--- src/twnf_ram.sv ---
`default_nettype none
// ----------------------------------------------------------------------------
// twnf_ram
// Generic single-write, single-read RAM with registered read data.
// ----------------------------------------------------------------------------
module twnf_ram #(
  parameter int WIDTH = 8,
  parameter int DEPTH = 16
) (
  input  wire logic                     clk,
  input  wire logic                     we,
  input  wire logic [$clog2(DEPTH)-1:0] waddr,
  input  wire logic [WIDTH-1:0]         wdata,
  input  wire logic [$clog2(DEPTH)-1:0] raddr,
  output logic      [WIDTH-1:0]         rdata
);

  logic [WIDTH-1:0] mem [DEPTH];

  always_ff @(posedge clk) begin
    if (we) begin
      mem[waddr] <= wdata;
    end
    rdata <= mem[raddr];
  end

endmodule

`default_nettype wire

--- config.mk ---
export PLATFORM = sky130hd
export DESIGN_NAME = twnf_ram
export DESIGN_NICKNAME = d
export VERILOG_FILES = /design/src/twnf_ram.sv
export SDC_FILE = /design/constraint.sdc
export NUM_CORES = 1
export LEC_CHECK = 0
export BUFFER_PORTS_ARGS = -buffer_cell sky130_fd_sc_hd__buf_4
export CORE_MARGIN = 5
export CORE_UTILIZATION = 24
export CTS_BUF_LIST = sky130_fd_sc_hd__clkbuf_16
export DETAILED_ROUTE_END_ITERATION = 10
export PLACE_DENSITY_LB_ADDON = 0.08
export SYNTH_ARGS = -nofsm -noshare
export SYNTH_HDL_FRONTEND = slang
export SYNTH_SLANG_ARGS = --single-unit
--- constraint.sdc ---
create_clock -name clk -period 1.5 [get_ports clk]
set_input_delay 0 -clock clk [delete_from_list [all_inputs] [get_ports clk]]
set_output_delay 0 -clock clk [all_outputs]
set_load 0.1 [all_outputs]
==> results of run 1 <==
-- layer usage --
layer	track usage	vias up	part of all wire	wire length, microns
met5	0	-	0	0
met4	0.03595	0	0.0091	112
met3	0.03263	7	0.030	366
met2	0.1558	32	0.45	5583
met1	0.1509	1309	0.51	6215
li1	-	1101	-	-
-- sequential cells by signal (all words and copies together) (netlist names) --
register  count
rdata         8
mem         128
-- repair_timing --
item | 4_1_cts | 5_1_grt
hold buffers | 8 | 0
resized for setup | 0 | 0
hold endpoints to repair | 128 | 0
-- where the power goes --
part	internal [W]	total [W]	leakage [nW]	switching (W)
combinational	0.000234	0.000665	0.672	0.000431
sequential	0.00425	0.00428	1.22	0.0000267
clock	0.00310	0.00461	0.331	0.00151
-- worst max-delay path, stage by stage, from the launching register on --
cell      delay (ps)
edfxtp_1         360
mux4_1           510
a22oi_1          300
nand2_1           90
-- cell type report --
class	count	area, sq um	share of cell area
Sequential cell	136	4004	0.6086
Multi-Input combinational cell	83	1057	0.1607
Timing Repair Buffer	56	515.5	0.07836
Clock buffer	17	425.4	0.06466
Tap cell	275	344.1	0.05230
Clock inverter	15	232.7	0.03537
-- stage by stage --
stage	setup WS, ps	util	hold WS (ps)	total power, W
floorplan	7.126	-	98.87	0.004747
global placement	21.94	0.2770	332.6	0.005027
detailed placement	18.06	0.2770	332.4	0.005026
CTS	68.24	0.3120	65.62	0.009699
global route	56.18	0.3120	86.92	0.009935
finish	130.8	0.3120	84.08	0.009547
-- kinds of logic (layout without fill, tap and decap cells) --
family / count (synthesis) / count (layout) / synth area share
flip-flops: 136 / 136 / 0.7778
buffers and inverters: 10 / 88 / 0.01677
AO/OA/AOI/OAI: 16 / 16 / 0.02334
AND/OR/NAND/NOR: 35 / 35 / 0.03184
multiplexers: 32 / 32 / 0.1502
-- how the worst min path moves through the flow --
stage                  start                   to  slack [ps]  cells after the start
floorplan           wdata[0]  mem[0][0]$_DFFE_PP_         100                      0
global placement    wdata[3]  mem[6][3]$_DFFE_PP_         330                      1
detailed placement  wdata[0]  mem[9][0]$_DFFE_PP_         330                      1
CTS                 waddr[3]  mem[2][4]$_DFFE_PP_          70                      3
global route        waddr[3]  mem[2][4]$_DFFE_PP_          90                      3
finish              waddr[3]  mem[2][4]$_DFFE_PP_          80                      3
-- layout by cell type, fill, tap and decap left out --
cell type | netlist | final
mux4_1 | 14 | 14
nand2b_1 | 2 | 2
clkinv_2 | 0 | 3
dfxtp_1 | 8 | 8
nor2b_1 | 1 | 1
clkinv_1 | 0 | 1
nand3_1 | 1 | 1
buf_12 | 0 | 6
nor2_1 | 13 | 13
or3b_2 | 1 | 1
buf_4 | 1 | 42
nand2_1 | 9 | 9
inv_6 | 0 | 1
edfxtp_1 | 128 | 128
dlygate4sd3_1 | 0 | 8
nor3_1 | 4 | 4
a22oi_1 | 16 | 16
and2_1 | 1 | 1
bufinv_16 | 0 | 6
and2b_1 | 1 | 1
clkbuf_16 | 0 | 17
nand3b_1 | 2 | 2
inv_1 | 0 | 2
mux4_2 | 18 | 18
clkinv_4 | 0 | 2
==> impl_metrics.py, run 1 <==
metrics = {
    "placed_design": {
        "hpwl_mm": 8.298,
        "place.gp.congestion": 0.7065,
        "io_buffers": 25,
        "dp.cells": 542,
        "dpl_cell_area_sq_um": 5841,
    },
    "logic_synthesis": {
        "synthCells": 229,
        "ys_types": 19,
        "yosysWarningCount": 0,
        "post-synth-top-count-cell": "edfxtp_1",
        "ys_seq_elements": 136,
        "synth-main-ff-cell": "edfxtp_1",
        "synth.yosys.seq_area_share": 0.7778,
        "syn_area_per_cell_sq_um": 22.48,
        "netlist_area_sq_um": 5147,
        "synth-edff-count": 128,
        "syn-num-nets": 247,
        "synth_top_area_cell": "edfxtp_1",
        "synth_async_sr_flop_share": 0,
        "synth_area_leaders": "edfxtp_1, mux4_2, mux4_1",
        "yosysTopAreaCellShare": 0.7467,
        "ys_top_cells_by_count": "edfxtp_1, mux4_2, a22oi_1",
    },
    "floorplanning": {
        "fp-row-count": 53,
        "io_pins": 26,
        "core_sq_um": 21090,
        "start_util": 0.2441,
        "fp.dieArea_sq_um": 24480,
        "fp.dieW_microns": 156.5,
        "die_y_microns": 156.5,
    },
    "sta": {
        "relSlewSlack": 0.4212,
        "finalCritPeriodShare": 0.9128,
        "finClkSkew_ps": 3.749,
        "hold_viol": 0,
        "fin_setup_tns_ps": 0,
        "setup_viol": 0,
        "worst_pin_slew_ps": 865.0,
        "slew_viol_final": 0,
        "rsz0062_at_grt": "no",
        "max_freq_ghz": 0.7303,
        "finalCriticalPeriod_ps": 1369,
    },
    "drt": {
        "wl_mm": 12.28,
        "viasPerCell": 4.208,
        "num_vias": 2449,
        "ant_nets": 0,
        "wl_per_cell_microns": 21.09,
        "firstDrtPassIters": 4,
        "drc": 0,
        "drtIter0Drc": 127,
    },
    "setup_path": {
        "end_kind": "flop",
        "path_class": "flop to flop",
        "cp_data_required_time_ps": 1790,
        "path_max_fanout": 1,
        "reg2reg_from": "mem[2][5]$_DFFE_PP_",
        "worstReg2RegEnd": "rdata[5]$_DFF_P_",
        "startpoint": "mem[2][5]$_DFFE_PP_",
        "cp_data_arrival_time_ps": 1660,
        "worst-r2r-cell-count": 3,
        "critPathLaunchType": "flop",
        "ff2ff_setup_slack_ps": 130,
        "crit_end": "rdata[5]$_DFF_P_",
    },
    "power": {
        "p_leak_nw": 2.226,
        "vdd_drop_max_mv": 0.6595,
        "power_density_nw_per_um2": 1451,
    },
    "global_routing": {
        "grt_overflow_total": 0,
        "grt_max_degree": 17,
        "antenna_found_initial": 0,
        "grt_pass1_vias": 2609,
        "grt_util_all_layers": 0.1065,
        "grt_pass1_wl_mm": 17.91,
    },
    "worst_hold_path": {
        "min_path_type": "input pin to flop",
    },
    "finish": {
        "nFillCells": 2063,
        "postLayoutCellArea_sq_um": 6579,
        "nNetsFinal": 312,
        "n_antenna_cell": 0,
        "area_growth_pct": 27.81,
        "instances_no_fill": 582,
        "drive_gt1_frac": 0.3127,
    },
    "cts": {
        "cts_buffers": 17,
        "h-tree-depth": 4,
        "clk_pin_slew_ps": 60,
        "root_buffer": "clkbuf_16",
        "cts.sink_count": 136,
        "clk_latency_ps": 410,
        "post_cts_buffers": 0,
        "cts_max_path_buffers": 2,
        "cts_tree": "done",
    },
    "status": {
        "status": "complete, no violations",
    },
    "flow_run": {
        "cap_violations": 0,
    },
}
No activity file was read; power rests on OpenSTA's default activity.
==> inputs of run 2 (changes only) <==
- CORE_MARGIN: 5 -> not set
==> impl_metrics.py, run 2 (synthesized netlist as in run 1, its figures left out) <==
metrics = {
    "finish": {
        "area_growth_pct": 26.37,
        "drive_gt1_frac": 0.3161,
        "final_cell_mix": "edfxtp_1, buf_4, mux4_2",
        "largest_register": "mem",
        "final_common_cell": "edfxtp_1",
        "nNetsFinal": 315,
        "largest_reg_flops": 128,
        "reg_top3": "mem x128, rdata x8",
        "n_antenna_cell": 0,
    },
    "power": {
        "p_leak_nw": 2.185,
        "p_seq_frac": 0.474,
        "p_comb_frac": 0.072,
        "finalPower_w": 0.009024,
        "power.internal_w": 0.007062,
        "swShare": 0.2175,
        "p_sw_w": 0.001963,
        "clkPwrFrac": 0.453,
        "power_density_nw_per_um2": 1387,
        "vdd_drop_max_mv": 0.6043,
    },
    "sta": {
        "finalCriticalPeriod_ps": 1334,
        "fin_setup_tns_ps": 0,
        "rsz0062_at_grt": "no",
        "hold_viol": 0,
        "max_freq_ghz": 0.7499,
        "worst_pin_slew_ps": 954.3,
        "setup_viol": 0,
        "finalCritPeriodShare": 0.8890,
        "relSlewSlack": 0.3625,
        "slew_viol_final": 0,
        "finClkSkew_ps": 7.184,
    },
    "global_routing": {
        "grt_overflow_total": 0,
        "grt_pass1_vias": 2625,
        "antenna_found_initial": 0,
        "grt_max_degree": 23,
        "grt_pass1_wl_mm": 17.50,
        "grt_util_all_layers": 0.1172,
    },
    "setup_path": {
        "cp_data_required_time_ps": 1790,
        "end_kind": "flop",
        "reg2reg_from": "mem[0][5]$_DFFE_PP_",
        "cp_data_arrival_time_ps": 1630,
        "worst-r2r-cell-count": 3,
        "critPathLaunchType": "flop",
        "path_class": "flop to flop",
        "worstReg2RegEnd": "rdata[5]$_DFF_P_",
        "ff2ff_setup_slack_ps": 170,
        "path_max_fanout": 1,
    },
    "worst_hold_path": {
        "min_path_type": "input pin to flop",
        "worstHoldPathCells": 3,
        "min_from": "waddr[0]",
        "holdPathEnd": "mem[12][0]$_DFFE_PP_",
    },
    "placed_design": {
        "place.gp.congestion": 0.6517,
        "hpwl_mm": 8.104,
        "io_buffers": 25,
    },
    "drt": {
        "wl_per_cell_microns": 20.41,
        "firstDrtPassIters": 5,
        "drc": 0,
        "viasPerCell": 4.154,
        "num_vias": 2430,
        "ant_nets": 0,
        "wl_mm": 11.94,
        "drtIter0Drc": 139,
    },
    "cts": {
        "cts_buffers": 17,
        "h-tree-depth": 4,
        "cts_resized": 0,
        "cts.sink_count": 136,
        "post_cts_buffers": 0,
        "ctsHoldBuffers": 8,
        "root_buffer": "clkbuf_16",
        "clk_latency_ps": 410,
        "cts_max_path_buffers": 2,
        "cts_tree": "done",
        "clk_pin_slew_ps": 60,
    },
    "floorplanning": {
        "core_sq_um": 21020,
        "fp.dieArea_sq_um": 22040,
        "start_util": 0.2449,
        "fp.dieW_microns": 148.5,
        "fp-row-count": 53,
        "io_pins": 26,
        "die_y_microns": 148.5,
    },
    "status": {
        "status": "complete, no violations",
    },
    "flow_run": {
        "cap_violations": 0,
    },
}
## run 2: cell count changes in the layout (fill, tap and decap cells not counted), sizes merged
| cell | change |
|---|---|
| inv | -2 |
| clkinv | +3 |
| clkinvlp | +2 |
| bufinv | -3 |
| buf | +3 |
## run 2: critical path, cell delays in order (launching register included)
cell,delay (ps)
edfxtp_1,360
mux4_1,530
a22oi_1,250
nand2_1,80
## run 2: layout make-up
type                       instances  area [sq um]
fill                            2043         14520
sequential                       136          4004
multi-input combinational         83          1057
timing repair buffer              59         513.0
clock buffer                      17         425.4
tap                              275         344.1
clock inverter                    15         161.4
## run 2: worst max path at each step
stage | cells past startpoint | from | endpoint | slack, ps
3_3_place_gp | 5 | raddr[0] | rdata[4]$_DFF_P_ | 20
3_5_place_dp | 5 | raddr[0] | rdata[4]$_DFF_P_ | 40
4_1_cts | 3 | mem[0][5]$_DFFE_PP_ | rdata[5]$_DFF_P_ | 110
6_report | 3 | mem[0][5]$_DFFE_PP_ | rdata[5]$_DFF_P_ | 170
5_1_grt | 3 | mem[0][5]$_DFFE_PP_ | rdata[5]$_DFF_P_ | 70
2_1_floorplan | 2 | waddr[2] | mem[0][0]$_DFFE_PP_ | 7
## run 2: per-stage QoR
step	instances	setup slack [ps]	hold WS, ps	utilization	instance area (sq um)
after floorplan	229	7.126	98.87	-	5147
after global placement	545	24.46	329.6	0.2777	5838
after detailed placement	545	37.24	333.8	0.2777	5838
after CTS	585	114.9	125.0	0.3094	6505
after global routing	585	73.75	140.7	0.3094	6505
final	585	166.5	133.7	0.3094	6505
## run 2: power groups by stage
stage | sequential, W | clock [W] | combinational, W
final | 0.00428 | 0.00409 | 0.000652
after global routing | 0.00429 | 0.00436 | 0.000696
after CTS | 0.00428 | 0.00420 | 0.000673
after detailed placement | 0.00436 | 0 | 0.000657
after global placement | 0.00436 | 0 | 0.000652
after floorplan | 0.00453 | 0 | 0.000216
## run 2: routing by layer
| layer | global-route usage | wire, microns | vias to the layer above | share of wire |
|---|---|---|---|---|
| li1 | - | - | 1106 | - |
| met1 | 0.1513 | 5663 | 1275 | 0.47 |
| met2 | 0.1874 | 5794 | 41 | 0.49 |
| met3 | 0.03344 | 360 | 8 | 0.030 |
| met4 | 0.04175 | 123 | 0 | 0.010 |
| met5 | 0 | 0 | - | 0 |
