[src/twnf_pkg.sv]
`default_nettype none
// ----------------------------------------------------------------------------
// twnf_pkg
// Shared constants and types of the biweight scan noise filter.
// ----------------------------------------------------------------------------
package twnf_pkg;

  localparam int MAX_HALF_WINDOW = 16;
  localparam int COORD_BITS      = 20;
  localparam int RING_DEPTH      = 2 * MAX_HALF_WINDOW + 1;
  localparam int RING_AW         = $clog2(RING_DEPTH + 1);
  localparam int POINT_BITS      = 2 * COORD_BITS;
  localparam int JUDGE_BITS      = $clog2(MAX_HALF_WINDOW + 2);
  localparam int HALF_BITS       = 5;
  localparam int SUM_BITS        = 18;
  localparam int CFG_DATA_BITS   = 18;
  localparam int CFG_INDEX_BITS  = 2;

  localparam logic [CFG_INDEX_BITS-1:0] REG_RANGE_SCALED_MODE = 2'd0;
  localparam logic [CFG_INDEX_BITS-1:0] REG_TUKEY_K           = 2'd1;
  localparam logic [CFG_INDEX_BITS-1:0] REG_WEIGHT_THRESHOLD  = 2'd2;
  localparam logic [CFG_INDEX_BITS-1:0] REG_WINDOW_HALF       = 2'd3;

  typedef enum logic [3:0] {
    OP_NONE,
    OP_LOAD_CENTER,
    OP_CENTER_SQ,
    OP_SQRT_STEP,
    OP_KEFF,
    OP_K2,
    OP_NB_SQ,
    OP_D2,
    OP_DIV_INIT,
    OP_DIV_STEP,
    OP_ACC,
    OP_EMIT
  } dp_op_t;

  typedef struct packed {
    dp_op_t op;
    logic   last;
  } dp_cmd_t;

  typedef struct packed {
    logic out_busy;
  } dp_status_t;

endpackage

`default_nettype wire

[src/twnf_ctrl.sv]
`default_nettype none
// ----------------------------------------------------------------------------
// twnf_ctrl
// Sequencer: ring bookkeeping, window walk and datapath commands.
// ----------------------------------------------------------------------------
module twnf_ctrl (
  input  wire logic                             clk,
  input  wire logic                             rst_n,
  input  wire logic                             in_valid,
  input  wire logic                             in_last,
  output logic                                  in_ready,
  input  wire logic                             mode,
  input  wire logic [twnf_pkg::HALF_BITS-1:0]   window_half,
  input  wire twnf_pkg::dp_status_t             status,
  output twnf_pkg::dp_cmd_t                     cmd,
  output logic                                  ram_we,
  output logic      [twnf_pkg::RING_AW-1:0]     ram_waddr,
  output logic      [twnf_pkg::RING_AW-1:0]     ram_raddr
);

  typedef enum logic [3:0] {
    S_IDLE, S_DECIDE, S_C_RD, S_C_LD, S_C_SQ, S_SQRT, S_KEFF, S_K2,
    S_N_RD, S_N_SQ, S_N_D2, S_N_DI, S_N_DS, S_N_ACC, S_EMIT
  } state_t;

  localparam int AW = twnf_pkg::RING_AW;
  localparam int JW = twnf_pkg::JUDGE_BITS;

  state_t                         state_r;
  logic [AW-1:0]                  wp_r;
  logic [AW-1:0]                  fill_r;
  logic [JW-1:0]                  judged_r;
  logic                           end_r;
  logic [AW-1:0]                  age_r;
  logic [AW-1:0]                  a_r;
  logic [AW-1:0]                  hi_r;
  logic [4:0]                     step_r;
  logic [twnf_pkg::HALF_BITS-1:0] w;
  logic [AW-1:0]                  w_ext;
  logic [AW-1:0]                  age_nxt;
  logic [AW:0]                    hi_sum;
  logic [AW-1:0]                  fill_m1;
  logic                           need;
  logic [AW-1:0]                  rd_age;
  logic [AW:0]                    slot_raw;

  assign w = (window_half > twnf_pkg::HALF_BITS'(twnf_pkg::MAX_HALF_WINDOW))
             ? twnf_pkg::HALF_BITS'(twnf_pkg::MAX_HALF_WINDOW) : window_half;
  assign w_ext   = AW'(w);
  assign age_nxt = AW'(judged_r) - AW'(1);
  assign hi_sum  = {1'b0, age_nxt} + {1'b0, w_ext};
  assign fill_m1 = fill_r - AW'(1);
  assign need    = end_r ? (judged_r != '0) : (JW'(w) < judged_r);

  assign rd_age   = (state_r == S_C_RD) ? age_r : a_r;
  assign slot_raw = {1'b0, wp_r} + (AW + 1)'(twnf_pkg::RING_DEPTH - 1) - {1'b0, rd_age};
  assign ram_raddr = (slot_raw >= (AW + 1)'(twnf_pkg::RING_DEPTH))
                     ? AW'(slot_raw - (AW + 1)'(twnf_pkg::RING_DEPTH)) : AW'(slot_raw);

  assign in_ready  = (state_r == S_IDLE);
  assign ram_we    = in_ready && in_valid;
  assign ram_waddr = wp_r;

  always_comb begin
    cmd.last = end_r && (judged_r == JW'(1));
    unique case (state_r)
      S_C_LD:  cmd.op = twnf_pkg::OP_LOAD_CENTER;
      S_C_SQ:  cmd.op = twnf_pkg::OP_CENTER_SQ;
      S_SQRT:  cmd.op = twnf_pkg::OP_SQRT_STEP;
      S_KEFF:  cmd.op = twnf_pkg::OP_KEFF;
      S_K2:    cmd.op = twnf_pkg::OP_K2;
      S_N_SQ:  cmd.op = twnf_pkg::OP_NB_SQ;
      S_N_D2:  cmd.op = twnf_pkg::OP_D2;
      S_N_DI:  cmd.op = twnf_pkg::OP_DIV_INIT;
      S_N_DS:  cmd.op = twnf_pkg::OP_DIV_STEP;
      S_N_ACC: cmd.op = twnf_pkg::OP_ACC;
      S_EMIT:  cmd.op = status.out_busy ? twnf_pkg::OP_NONE : twnf_pkg::OP_EMIT;
      default: cmd.op = twnf_pkg::OP_NONE;
    endcase
  end

  always_ff @(posedge clk) begin
    if (!rst_n) begin
      state_r  <= S_IDLE;
      wp_r     <= '0;
      fill_r   <= '0;
      judged_r <= '0;
      end_r    <= 1'b0;
      age_r    <= '0;
      a_r      <= '0;
      hi_r     <= '0;
      step_r   <= '0;
    end else begin
      unique case (state_r)
        S_IDLE: begin
          if (in_valid) begin
            wp_r <= (wp_r == AW'(twnf_pkg::RING_DEPTH - 1)) ? '0 : wp_r + AW'(1);
            if (fill_r < AW'(twnf_pkg::RING_DEPTH)) begin
              fill_r <= fill_r + AW'(1);
            end
            if (judged_r < JW'(twnf_pkg::MAX_HALF_WINDOW + 1)) begin
              judged_r <= judged_r + JW'(1);
            end
            end_r   <= in_last;
            state_r <= S_DECIDE;
          end
        end
        S_DECIDE: begin
          if (need) begin
            age_r   <= age_nxt;
            a_r     <= (age_nxt >= w_ext) ? age_nxt - w_ext : '0;
            hi_r    <= (hi_sum > {1'b0, fill_m1}) ? fill_m1 : AW'(hi_sum);
            state_r <= S_C_RD;
          end else begin
            if (end_r) begin
              fill_r <= '0;
            end
            state_r <= S_IDLE;
          end
        end
        S_C_RD: state_r <= S_C_LD;
        S_C_LD: state_r <= S_C_SQ;
        S_C_SQ: begin
          step_r  <= '0;
          state_r <= mode ? S_SQRT : S_KEFF;
        end
        S_SQRT: begin
          step_r <= step_r + 5'd1;
          if (step_r == 5'd19) begin
            state_r <= S_KEFF;
          end
        end
        S_KEFF: state_r <= S_K2;
        S_K2:   state_r <= S_N_RD;
        S_N_RD: state_r <= S_N_SQ;
        S_N_SQ: state_r <= S_N_D2;
        S_N_D2: state_r <= S_N_DI;
        S_N_DI: begin
          step_r  <= '0;
          state_r <= S_N_DS;
        end
        S_N_DS: begin
          step_r <= step_r + 5'd1;
          if (step_r == 5'd11) begin
            state_r <= S_N_ACC;
          end
        end
        S_N_ACC: begin
          if (a_r == hi_r) begin
            state_r <= S_EMIT;
          end else begin
            a_r     <= a_r + AW'(1);
            state_r <= S_N_RD;
          end
        end
        S_EMIT: begin
          if (!status.out_busy) begin
            judged_r <= judged_r - JW'(1);
            state_r  <= S_DECIDE;
          end
        end
        default: state_r <= S_IDLE;
      endcase
    end
  end

endmodule

`default_nettype wire

[config.mk]
export PLATFORM = sky130hd
export DESIGN_NAME = twnf_ctrl
export DESIGN_NICKNAME = d
export VERILOG_FILES = /design/src/twnf_pkg.sv /design/src/twnf_ctrl.sv
export SDC_FILE = /design/constraint.sdc
export NUM_CORES = 1
export LEC_CHECK = 0
export BUFFER_PORTS_ARGS = -buffer_cell sky130_fd_sc_hd__buf_2
export CAP_MARGIN = 30
export CORE_AREA = 2 2 100 102
export CTS_CLUSTER_SIZE = 20
export DETAILED_ROUTE_END_ITERATION = 10
export DIE_AREA = 0 0 102 104
export GPL_TIMING_DRIVEN = 0
export PLACE_DENSITY = 0.55
export SYNTH_ARGS = -nofsm -noshare
export SYNTH_HDL_FRONTEND = slang
export SYNTH_SLANG_ARGS = --single-unit
[constraint.sdc]
create_clock -name clk -period 4.5 [get_ports clk]
set_clock_uncertainty 0.2 [all_clocks]
set_input_delay 0.225 -clock clk [delete_from_list [all_inputs] [get_ports clk]]
set_output_delay 0.225 -clock clk [all_outputs]
set_load 0.1 [all_outputs]
==> run metrics <==
clock tree buffer depth=2; Logic pwr share=0.708; Placement Rows=36; vias in the first global route=3471; initial antenna violation count=0; Final Total Pwr=0.002980 W; FF+latch count, synth=45; hold crit path type=input pin to flop; sequential power share=0.164; Final nets=594; Synth-to-Final Area Change=17.81%; Synth Cell Area=3926 sq um; Seq/Total Area, Yosys=0.2294; Clock Sinks=45; cells after synthesis=501; IO Pins=30; buffer and inverter count on the worst path=5; Hold Vio Cnt, Final=0; status=complete, no violations; Synth Warn #=0; Synth area leaders=dfxtp_1 (23%), ha_1 (14%), xnor2_1 (4.9%); EDFF count, synth=0; HPWL after detailed placement=7970 um; WL/cell=15.03 um; Worst-Margin Slew=0.8107 ns; final period utilization=0.9617; leakage power=1.931 nW; Top cell by count, worst path=buf_4; post-synth top area share=0.2294; Worst setup SP type=flop; Die Ht=104 um; share of cells above drive strength 1=0.1601; Max Slew Vio Count=0; final worst path period need=4.328 ns; 1st-pass router iterations=4; ys flop type=dfxtp_1; clock buffer count from CTS=5; initial core utilization=0.4112; Place WS=-0.3889 ns; vias=3617; Async SR Flop Fraction=0; fin util=0.4844; largest net degree at the start of global routing=20; Required @ worst endpoint=4.07 ns; DRT iter0 DRCs=285; Overflow after GRT=0; Distinct cells, synth=59; drt via density=5.399; critical path class=flop to primary output; clock network fraction of total power=0.129; Clock transition at path regs=0.11 ns; delay-heaviest family, CP=simple AND/OR/NAND/NOR gates; clk root buf=clkbuf_8; area leader, netlist=dfxtp_1; internal power=0.001389 W; Final WS setup=0.1724 ns; critical path endpoint category=primary output; max_cap viols=0; Max-slew headroom=0.4596; Setup TNS Final=0 ns; Core Box Area=9549 sq um; RSZ-0062 raised after global routing=false; switching portion of total power=0.5338; DIE AREA=10610 sq um; DR DRC count=0; global-route wire length before repair=17210 um; Arrival @ worst endpoint=3.90 ns; Routed WL=10070 um; critical-path cell list=buf_4 -> nor4b_4 -> buf_4 -> buf_4 -> mux2_2 -> ha_1 -> inv_1 -> ha_1 -> or2_2 -> and3_1 -> or3b_2 -> mux2i_2 -> buf_4; Post-Syn Nets=559; max incr delay on CP=0.48 ns; ant diodes=0; GPL Wtd Cong=0.8352; die width=102 um; PwrDens=644.2 nW/um^2; Worst VDD drop=0.7767 mV; port bufs=28; syn avg cell area=7.837 sq um; ANT nets after route=0; Max FO, Critical Path=10; NetSw=0.001591 W; worst skew pair latency=0.31 ns; Final Setup Violations=0; All-Layer GR Usage=0.1977; CTS tree=done; CP max-delay cell=or3b_2; fmax=0.2311 GHz; H-tree levels=2
## through the flow
| stage | hold WS [ns] | instances | cell area, sq um |
|---|---|---|---|
| 2_1_floorplan | 0.1610 | 501 | 4011 |
| 3_3_place_gp | 0.2419 | 662 | 4318 |
| 3_5_place_dp | 0.2495 | 662 | 4318 |
| 4_1_cts | 0.06979 | 672 | 4558 |
| 5_1_grt | 0.08522 | 670 | 4626 |
| 6_report | 0.07637 | 670 | 4626 |
## placed cells by master (no fill, tap or decap), types with 9 or more instances in the layout
cell type  Yosys  final
nand2_1       45     45
ha_1          44     43
dfxtp_1       45     42
nor2_1        41     41
inv_1         34     34
a21oi_1       32     32
nand3_1       28     28
buf_2          8     28
xnor2_1       22     17
o21ai_0       18     17
xor2_1        18     16
nor3_1        15     14
clkbuf_1      16     13
nand2b_1      10     10
nand4_1        9      9
## what timing repair did
item,in CTS,in global routing
pin swaps,5,5
setup endpoints to repair,11,12
hold buffers,1,0
hold endpoints to repair,1,0
resized for setup,20,16
setup buffers,3,1
## worst reg2reg max path, stage by stage (launching register included)
cell and delay, ns:
dfxtp_2 0.46, inv_1 0.15, ha_1 0.29, xor2_2 0.21, ha_1 0.30, clkbuf_1 0.35, nor3_2 0.11, nor3_1 0.25
xnor2_1 0.23, ha_1 0.32, a21o_1 0.16, a21oi_1 0.16, a21oi_1 0.14, or2_2 0.38, nor4b_1 0.30, a211o_1 0.14
## power by group through the flow
stage	registers, W	clock network, W	logic (W)
finish	0.000488	0.000383	0.00211
CTS	0.000485	0.000389	0.00206
detailed placement	0.000493	0	0.00188
global placement	0.000493	0	0.00186
floorplan	0.000500	0	0.00155
global route	0.000495	0.000403	0.00226
## state kept, by name, summed over array words and instances (netlist names)
name and cells:
a_r 6, age_r 6, end_r 1, fill_r 6, hi_r 6, judged_r 5
ram_waddr 6, state_r 4, step_r 5
## cell usage after synthesis, types with 5 or more instances
master,count
nor3_1,15
a211oi_1,6
nor2b_1,6
nand2b_1,10
nand4_1,9
o211ai_1,5
clkbuf_1,16
inv_1,34
o21ai_0,18
dfxtp_1,45
a21o_1,5
buf_2,8
ha_1,44
nand2_1,45
nand3_1,28
xnor2_1,22
o22ai_1,5
a21oi_1,32
mux2i_1,7
nor2_1,41
nor4_1,6
xor2_1,18
and3_1,7
## layer usage
layer / part of all wire / track usage
met2: 0.45 / 0.3008
met4: 0.0093 / 0.03619
met5: 0 / 0
met1: 0.51 / 0.3009
met3: 0.035 / 0.02285
## path summary, 6_finish.rpt
kind / startpoint / endpoint / slack [ns] / cells after the start
setup reg to reg: judged_r[0] / hi_r[5] / 0.28 / 15
hold / removal: status / state_r[1] / 0.08 / 3
hold reg to reg: age_r[5] / age_r[5] / 0.26 / 2
setup / recovery: state_r[0] / ram_raddr[5] / 0.17 / 13
## cell type report
cell class	count	area, sq um
fillers	970	4923
plain buffers	22	115.1
repair buffers	33	225.2
clock inverters	3	68.82
flip-flops and latches	45	904.6
inverters	36	135.1
clock buffers	5	68.82
well taps	133	166.4
multi-input cells	393	2942
## logic make-up (layout without fill, tap and decap cells)
family          count (synthesis)  in the layout  synth area share
fa+ha+maj                      47             47            0.1555
flops                          45             45            0.2294
buf+inv                        63             99           0.06469
compound gates                105            105            0.1867
xor+xnor                       40             40           0.08923
simple gates                  190            190            0.2451
mux                            11             11           0.02932
No activity file was read; power rests on OpenSTA's default activity.
